--- config.mk ---
export PLATFORM = sky130hd
export DESIGN_NAME = msemb_ctrl
export DESIGN_NICKNAME = d
export VERILOG_FILES = /design/src/sv/assert_macros.svh /design/src/sv/msemb_pkg.sv /design/src/sv/msemb_ctrl.sv
export SDC_FILE = /design/constraint.sdc
export NUM_CORES = 1
export LEC_CHECK = 0
export BUFFER_PORTS_ARGS = -buffer_cell sky130_fd_sc_hd__buf_2
export CAP_MARGIN = 20
export CORE_MARGIN = 2
export CORE_UTILIZATION = 53
export CTS_BUF_LIST = sky130_fd_sc_hd__clkbuf_16
export DETAILED_ROUTE_END_ITERATION = 10
export GPL_ROUTABILITY_DRIVEN = 0
export GPL_TIMING_DRIVEN = 0
export PLACE_DENSITY = 0.69
export REMOVE_ABC_BUFFERS = 1
export SYNTH_ARGS = -nofsm -noshare
export SYNTH_HDL_FRONTEND = slang
export SYNTH_SLANG_ARGS = --single-unit
--- constraint.sdc ---
create_clock -name i_clk -period 6 [get_ports i_clk]
set_input_delay 0.6 -clock i_clk [delete_from_list [all_inputs] [get_ports i_clk]]
set_output_delay 0.6 -clock i_clk [all_outputs]
set_load 0.03 [all_outputs]
--- src/sv/assert_macros.svh ---
// Assertion macros used by multichannel_semblance.
`ifndef ASSERT_MACROS_SVH
`define ASSERT_MACROS_SVH
`ifndef SYNTHESIS
`define ASSERT_CLK(label, clk, rst_n, prop) \
    label: assert property (@(posedge clk) disable iff (!rst_n) prop) \
        else $error("assertion failed");
`define ASSERT_NEVER(label, clk, rst_n, cond) \
    label: assert property (@(posedge clk) disable iff (!rst_n) !(cond)) \
        else $error("forbidden condition");
`else
`define ASSERT_CLK(label, clk, rst_n, prop)
`define ASSERT_NEVER(label, clk, rst_n, cond)
`endif
`endif

--- src/sv/msemb_pkg.sv ---
// ----------------------------------------------------------------------------
// msemb_pkg
// Types and constants shared by the semblance controller and datapath.
// ----------------------------------------------------------------------------
package msemb_pkg;

    localparam int MAX_CHANNELS_DEF   = 64;
    localparam int MAX_HALF_WIDTH_DEF = 31;
    localparam int SAMPLE_BITS_DEF    = 16;

    localparam int COH_W   = 17;
    localparam int TIME_W  = 20;
    localparam int NREC_W  = 7;
    localparam int HALF_W  = 5;
    localparam int ACC_W   = 64;
    localparam int QBITS   = 17;

    localparam logic [1:0] CFG_NUM_RECORDS = 2'd0;
    localparam logic [1:0] CFG_NUM_SAMPLES = 2'd1;
    localparam logic [1:0] CFG_HALF_WINDOW = 2'd2;

    // Controller to datapath commands.
    typedef struct packed {
        logic acc_clear;   // clear window sums
        logic acc_step;    // add one ring entry at the walk position
        logic mul_d;       // form divisor num_records * SX
        logic div_init;    // start long division
        logic div_step;    // one quotient bit
        logic col_write;   // commit the column to the ring
    } t_cmd;

    // Datapath status back to the controller.
    typedef struct packed {
        logic col_done;    // current sample completes a time index
    } t_stat;

endpackage

--- src/sv/msemb_ctrl.sv ---
// ----------------------------------------------------------------------------
// msemb_ctrl
// Sequencer: counts channels and time, walks each window over the rings,
// runs the divider and hands results to the output register.
// ----------------------------------------------------------------------------
module msemb_ctrl #(
    parameter int MAX_HALF_WIDTH = 31
) (
    input  logic                           i_clk,
    input  logic                           i_rst_n,
    input  logic                           i_in_valid,
    output logic                           o_in_ready,
    output logic                           o_take,
    input  logic [msemb_pkg::NREC_W-1:0]   i_nrec,
    input  logic [msemb_pkg::TIME_W-1:0]   i_nsamp,
    input  logic [msemb_pkg::HALF_W-1:0]   i_half,
    input  msemb_pkg::t_stat               i_stat,
    output msemb_pkg::t_cmd                o_cmd,
    output logic [$clog2(2*MAX_HALF_WIDTH+1)-1:0] o_slot,
    output logic [$clog2(2*MAX_HALF_WIDTH+1)-1:0] o_rd_slot,
    output logic [6:0]                     o_weight,
    output logic [msemb_pkg::NREC_W-1:0]   o_cnt_next,
    input  logic [msemb_pkg::COH_W-1:0]    i_coh,
    output logic                           o_out_valid,
    input  logic                           i_out_ready,
    output logic [msemb_pkg::COH_W-1:0]    o_coh,
    output logic [msemb_pkg::TIME_W-1:0]   o_time,
    output logic                           o_end
);
    import msemb_pkg::*;

    localparam int DEPTH  = 2 * MAX_HALF_WIDTH + 1;
    localparam int SLOT_W = $clog2(DEPTH);

    typedef enum logic [7:0] {
        S_IDLE = 8'b00000001,
        S_CLR  = 8'b00000010,
        S_WALK = 8'b00000100,
        S_LAND = 8'b00001000,
        S_MUL  = 8'b00010000,
        S_DINI = 8'b00100000,
        S_DIV  = 8'b01000000,
        S_OUT  = 8'b10000000
    } t_state;

    t_state r_state, n_state;
    logic [NREC_W-1:0] r_cnt;
    logic [TIME_W-1:0] r_time, r_t, r_c, r_last, r_i, r_hi;
    logic [HALF_W:0]   r_h;
    logic [4:0]        r_bit;
    logic [SLOT_W-1:0] r_tslot, r_cslot, r_islot;

    logic [HALF_W:0]   w_h;
    logic [TIME_W-1:0] w_ns;
    logic              w_last;
    logic [TIME_W:0]   w_t1;
    logic [TIME_W-1:0] w_dist;
    logic [TIME_W:0]   w_hi;
    logic [SLOT_W-1:0] w_tslot_inc, w_cslot_inc, w_islot_inc;
    logic [SLOT_W-1:0] w_tsub, w_csub;

    always_comb begin
        w_h  = (HALF_W+1)'(i_half) > (HALF_W+1)'(MAX_HALF_WIDTH)
             ? (HALF_W+1)'(MAX_HALF_WIDTH) : (HALF_W+1)'(i_half);
        w_ns = (i_nsamp == '0) ? TIME_W'(1) : i_nsamp;
        w_t1 = {1'b0, r_time} + (TIME_W+1)'(1);
        w_last = w_t1 >= {1'b0, w_ns};
        w_dist = (r_i >= r_c) ? (r_i - r_c) : (r_c - r_i);
        w_hi   = {1'b0, r_c} + (TIME_W+1)'(r_h);
        // Ring slots follow the time indices modulo the ring depth; the half
        // window is always shorter than the ring, so one wrap corrects them.
        w_tslot_inc = (r_tslot == SLOT_W'(DEPTH-1)) ? '0 : r_tslot + SLOT_W'(1);
        w_cslot_inc = (r_cslot == SLOT_W'(DEPTH-1)) ? '0 : r_cslot + SLOT_W'(1);
        w_islot_inc = (r_islot == SLOT_W'(DEPTH-1)) ? '0 : r_islot + SLOT_W'(1);
        w_tsub = (r_tslot >= SLOT_W'(w_h)) ? r_tslot - SLOT_W'(w_h)
               : SLOT_W'((SLOT_W+1)'(r_tslot) + (SLOT_W+1)'(DEPTH) - (SLOT_W+1)'(w_h));
        w_csub = (r_cslot >= SLOT_W'(r_h)) ? r_cslot - SLOT_W'(r_h)
               : SLOT_W'((SLOT_W+1)'(r_cslot) + (SLOT_W+1)'(DEPTH) - (SLOT_W+1)'(r_h));
    end

    assign o_in_ready = (r_state == S_IDLE);
    assign o_take     = i_in_valid && o_in_ready;
    assign o_cnt_next = r_cnt;
    assign o_slot     = r_tslot;
    assign o_rd_slot  = r_islot;
    assign o_weight   = 7'(r_h) + 7'd1 - 7'(w_dist);

    always_comb begin
        o_cmd           = '0;
        o_cmd.col_write = o_take && i_stat.col_done;
        o_cmd.acc_clear = (r_state == S_CLR);
        o_cmd.acc_step  = (r_state == S_WALK);
        o_cmd.mul_d     = (r_state == S_MUL);
        o_cmd.div_init  = (r_state == S_DINI);
        o_cmd.div_step  = (r_state == S_DIV);
    end

    always_comb begin
        n_state = r_state;
        case (r_state)
            S_IDLE: if (o_take && i_stat.col_done &&
                        ((r_time >= TIME_W'(w_h)) || w_last)) n_state = S_CLR;
            S_CLR:  n_state = S_WALK;
            S_WALK: if (r_i == r_hi) n_state = S_LAND;
            // The last ring read is added to the sums during this cycle.
            S_LAND: n_state = S_MUL;
            S_MUL:  n_state = S_DINI;
            S_DINI: n_state = S_DIV;
            S_DIV:  if (r_bit == 5'd16) n_state = S_OUT;
            S_OUT: begin
                if (!o_out_valid) begin
                    n_state = (r_c == r_last) ? S_IDLE : S_CLR;
                end
            end
            default: n_state = S_IDLE;
        endcase
    end

    always_ff @(posedge i_clk) begin
        if (!i_rst_n) begin
            r_state     <= S_IDLE;
            r_cnt       <= '0;
            r_time      <= '0;
            r_tslot     <= '0;
            o_out_valid <= 1'b0;
        end else begin
            r_state <= n_state;
            if (o_out_valid && i_out_ready) o_out_valid <= 1'b0;
            if (o_take) begin
                if (i_stat.col_done) begin
                    r_cnt   <= '0;
                    r_time  <= w_last ? '0 : r_time + TIME_W'(1);
                    r_tslot <= w_last ? '0 : w_tslot_inc;
                end else begin
                    r_cnt <= r_cnt + NREC_W'(1);
                end
            end
            if (r_state == S_OUT && !o_out_valid) o_out_valid <= 1'b1;
        end
    end

    always_ff @(posedge i_clk) begin
        if (o_take && i_stat.col_done) begin
            r_t <= r_time;
            r_h <= w_h;
            r_c <= (r_time >= TIME_W'(w_h)) ? r_time - TIME_W'(w_h) : '0;
            r_cslot <= (r_time >= TIME_W'(w_h)) ? w_tsub : '0;
            r_last <= w_last ? r_time
                    : ((r_time >= TIME_W'(w_h)) ? r_time - TIME_W'(w_h) : '0);
        end
        case (r_state)
            S_CLR: begin
                r_i     <= (r_c >= TIME_W'(r_h)) ? r_c - TIME_W'(r_h) : '0;
                r_islot <= (r_c >= TIME_W'(r_h)) ? w_csub : '0;
                r_hi    <= (w_hi > {1'b0, r_t}) ? r_t : TIME_W'(w_hi);
            end
            S_WALK: begin
                r_i     <= r_i + TIME_W'(1);
                r_islot <= w_islot_inc;
            end
            S_DINI: r_bit <= '0;
            S_DIV:  r_bit <= r_bit + 5'd1;
            S_OUT: begin
                if (!o_out_valid) begin
                    o_coh   <= i_coh;
                    o_time  <= r_c;
                    o_end   <= (r_c == r_last);
                    r_c     <= r_c + TIME_W'(1);
                    r_cslot <= w_cslot_inc;
                end
            end
            default: ;
        endcase
    end
endmodule

==> summary.md <==
| Metric | Value |
|---|---|
| Final wirelength | `34300 microns` |
| Largest net degree at the start of global routing | `48` |
| Power Dens Cells | `277 nW/um^2` |
| Leakage dissipation | `6.33 nW` |
| CP top delay family | `compound AO/OA/AOI/OAI gates` |
| Synth Instances | `1461` |
| Post-synthesis sequential area ratio | `39.5%` |
| Final setup vio count | `0` |
| DRC violations left | `0` |
| First-pass GRT wire length | `55000 microns` |
| Vias in the first global route | `10400` |
| Yosys top cell by area | `edfxtp_1` |
| CTS Sinks | `202` |
| Core Footprint | `25300 sq um` |
| Share of Yosys cell area claimed by the top area cell type | `29.5%` |
| FP Rows | `58` |
| Ports | `127` |
| Mapped Avg Cell Area | `9.34 sq um` |
| Tightest Hold Check Type | `in -> reg` |
| Post-synth EDFFs | `134` |
| Root buffer selected by CTS | `clkbuf_16` |
| Peak supply drop | `0.000346 V` |
| Worst Max-Slew Pin Slew | `0.948 ns` |
| Final period util | `92.8%` |
| Max Slew Vio Count | `0` |
| CP arrival | `4.97 ns` |
| Average wire per standard cell | `18.1 microns` |
| Critical path startpoint category | `register` |
| Buffers & Inverters on Critical Path | `3` |
| Crit path max fanout | `6` |
| Sw Share | `29.7%` |
| Ys flop type | `edfxtp_1` |
| Clock share of power | `37.8%` |
| Diodes inserted | `0` |
| CP max-delay cell | `edfxtp_1` |
| Netlist cell types | `70` |
| Pre-antenna DRT Iters | `6` |
| Max clock buf depth | `3` |
| Ys async rst share | `0%` |
| Die Span Y | `164 microns` |
| Yosys reg bits | `202` |
| Clock Latency Late Sink | `0.53 ns` |
| Worst Path Class, Setup | `reg -> out` |
| Cts hold-fix bufs | `0` |
| CP max stage delay | `0.50 ns` |
| RSZ-0062 raised after global routing | `no` |
| All-Layer GR Usage | `25.5%` |
| Initial antenna violation count | `0` |
| DRT iter0 DRCs | `928` |
| Initial Util | `54.0%` |
| Crit end category | `output port` |
| Yosys warning total | `0` |
| Mapped Area | `13600 sq um` |
| Congestion Overflow GR | `0` |
| Area Growth Syn to Fin | `13.4%` |
| Vias | `11100` |
| Max-cap violations | `0` |
| Relative slew slack | `36.8%` |
| Total CTS buffers | `24` |
| Detailed placement HPWL | `25800 microns` |
| Total power draw | `0.00429 W` |
| CTS tree | `yes` |
| Layout cells sized above 1 | `13.8%` |
| Layout Nets | `1730` |
| Run status | `finished, final reports clean` |
| Hold Fails Final Rpt | `0` |
| Setup TNS | `0 ns` |
| Most common cell on crit path | `ha_1` |
| P_int | `0.00301 W` |
| Vias per std cell | `5.85` |
| Min Tclk post-route | `5.57 ns` |
| Die width | `164 microns` |
| Fmax | `180 MHz` |
| Sw Pwr | `0.00127 W` |
| Remaining antenna violation count after routing | `0` |
| Combinational power share | `23.1%` |
| Clk_skew | `0.0109 ns` |
| Sequential share of power | `39.1%` |
| WP data required | `5.40 ns` |
| CTS clk-pin slew, worst paths | `0.06 ns` |
| H-tree depth | `1` |
| Largest cells by area after synthesis | `edfxtp_1 (29%), ha_1 (11%), dfxtp_1 (10%)` |
| Buffers on Ports | `119` |
| Die footprint | `27000 sq um` |
| Crit-path cells | `inv_1, ha_1, inv_1, fa_1, a21o_1, a211oi_1, o21a_1, o21ai_1, a21oi_4, mux2i_1, xnor2_1, ha_1, ha_1, a21oi_1, nor2b_1, o21ai_0, nand2b_1, a21oi_1, xor2_1, xnor2_1, buf_2` |
-- what timing repair did --
| action | 4_1_cts | 5_1_grt |
|---|---|---|
| endpoints found under the setup margin | 2 | 1 |
| buffers inserted | 0 | 4 |
| pin swaps | 0 | 1 |
| resized for setup | 3 | 6 |
| hold endpoints to repair | 0 | 0 |
-- final timing paths --
kind / startpoint / endpoint / slack, ns / depth (start not counted)
worst min register to register: o_cnt_next[6] / o_cnt_next[6] / 0.50 / 2
worst max-delay path: r_i[0] / o_weight[6] / 0.43 / 21
worst min-delay path: i_coh[9] / o_coh[9] / 0.25 / 1
worst max register to register: r_h[0] / r_hi[5] / 0.93 / 17
-- metal layers --
layer	track usage [%]	vias to the layer above	share of wire [%]
met5	0	-	0
met4	7.00	0	2.4
met3	2.79	55	5.6
met2	42.1	335	47
met1	35.5	5260	45
li1	-	5459	-
-- synthesized netlist by cell type, drive strengths merged (10+ instances only) --
cell,number
a211oi,11
a21o,20
a21oi,100
a31oi,12
and3,18
buf,15
clkbuf,51
dfxtp,68
edfxtp,134
fa,10
ha,115
inv,117
mux2,23
mux2i,10
nand2,105
nand3,76
nand4,31
nor2,95
nor3,37
nor4,23
o21ai,59
o22ai,25
o31ai,16
or3,19
or4,11
xnor2,93
xor2,61
-- registers in the layout (all words and copies together) (netlist names) --
signal,cells
r_t,20
r_bit,5
r_i,20
o_time,20
r_last,20
r_state,8
o_slot,6
o_out_valid,1
o_coh,17
o_end,1
r_h,5
r_cslot,6
o_rd_slot,6
r_time,20
r_hi,20
o_cnt_next,7
r_c,20
-- power by group through the flow --
stage          registers (W)  clock network [W]  logic [W]
2_1_floorplan        0.00166                  0   0.000731
3_3_place_gp         0.00170                  0   0.000941
3_5_place_dp         0.00170                  0   0.000978
4_1_cts              0.00167            0.00164   0.000988
5_1_grt              0.00168            0.00170    0.00110
6_report             0.00167            0.00162   0.000991
-- area by class of cell --
class / count / area [sq um]
Clock buffer: 26 / 651
Inverter: 120 / 452
Fill cell: 2125 / 9770
Multi-Input combinational cell: 1073 / 7570
Clock inverter: 18 / 231
Timing Repair Buffer: 130 / 774
Sequential cell: 202 / 5390
Tap cell: 330 / 413
-- stage by stage --
step	utilization, %	instance area [sq um]	hold slack [ns]	setup slack, ns	std cells
floorplan	-	13400	0.483	1.00	1395
detailed placement	57.6	14500	0.493	0.118	1851
finish	61.3	15500	0.247	0.434	1899
global placement	57.0	14400	0.467	-1.13	1844
global route	61.3	15500	0.231	0.0434	1899
CTS	61.2	15400	0.233	0.197	1895
-- placed cells by master (no fill, tap or decap), types with 20 or more instances in the layout --
cell | synthesis | layout
inv_1 | 117 | 121
nand2_1 | 105 | 105
nor4_1 | 20 | 20
ha_1 | 115 | 115
edfxtp_1 | 134 | 134
xor2_1 | 61 | 61
a21o_1 | 20 | 20
o22ai_1 | 25 | 25
a21oi_1 | 100 | 98
buf_2 | 8 | 119
dfxtp_1 | 68 | 63
o21ai_0 | 56 | 55
nor2_1 | 94 | 93
nand3_1 | 76 | 75
mux2_2 | 23 | 23
clkbuf_16 | 0 | 26
nor3_1 | 37 | 37
xnor2_1 | 93 | 93
nand4_1 | 31 | 31
-- worst register-to-register path, delay by kind of cell, from the launching register on --
kind            cells  cell delay, ns
buf+inv             2            0.29
fa+ha+maj           3            0.95
mux                 1            0.38
xor+xnor            1            0.18
simple gates        3            0.43
compound gates      7            2.06
flops               1            0.52
-- kinds of logic (layout without fill, tap and decap cells) --
kind of cell / Yosys count / after routing / synth area share (%)
AO/OA/AOI/OAI: 293 / 293 / 13.2
AND/OR/NAND/NOR: 468 / 468 / 17.5
flip-flops: 202 / 202 / 39.5
multiplexers: 33 / 33 / 2.63
adder cells (fa/ha/maj): 125 / 125 / 12.0
XOR/XNOR: 154 / 154 / 9.88
buffers and inverters: 186 / 294 / 5.30
Note: power is estimated with default switching activity, not from simulation.
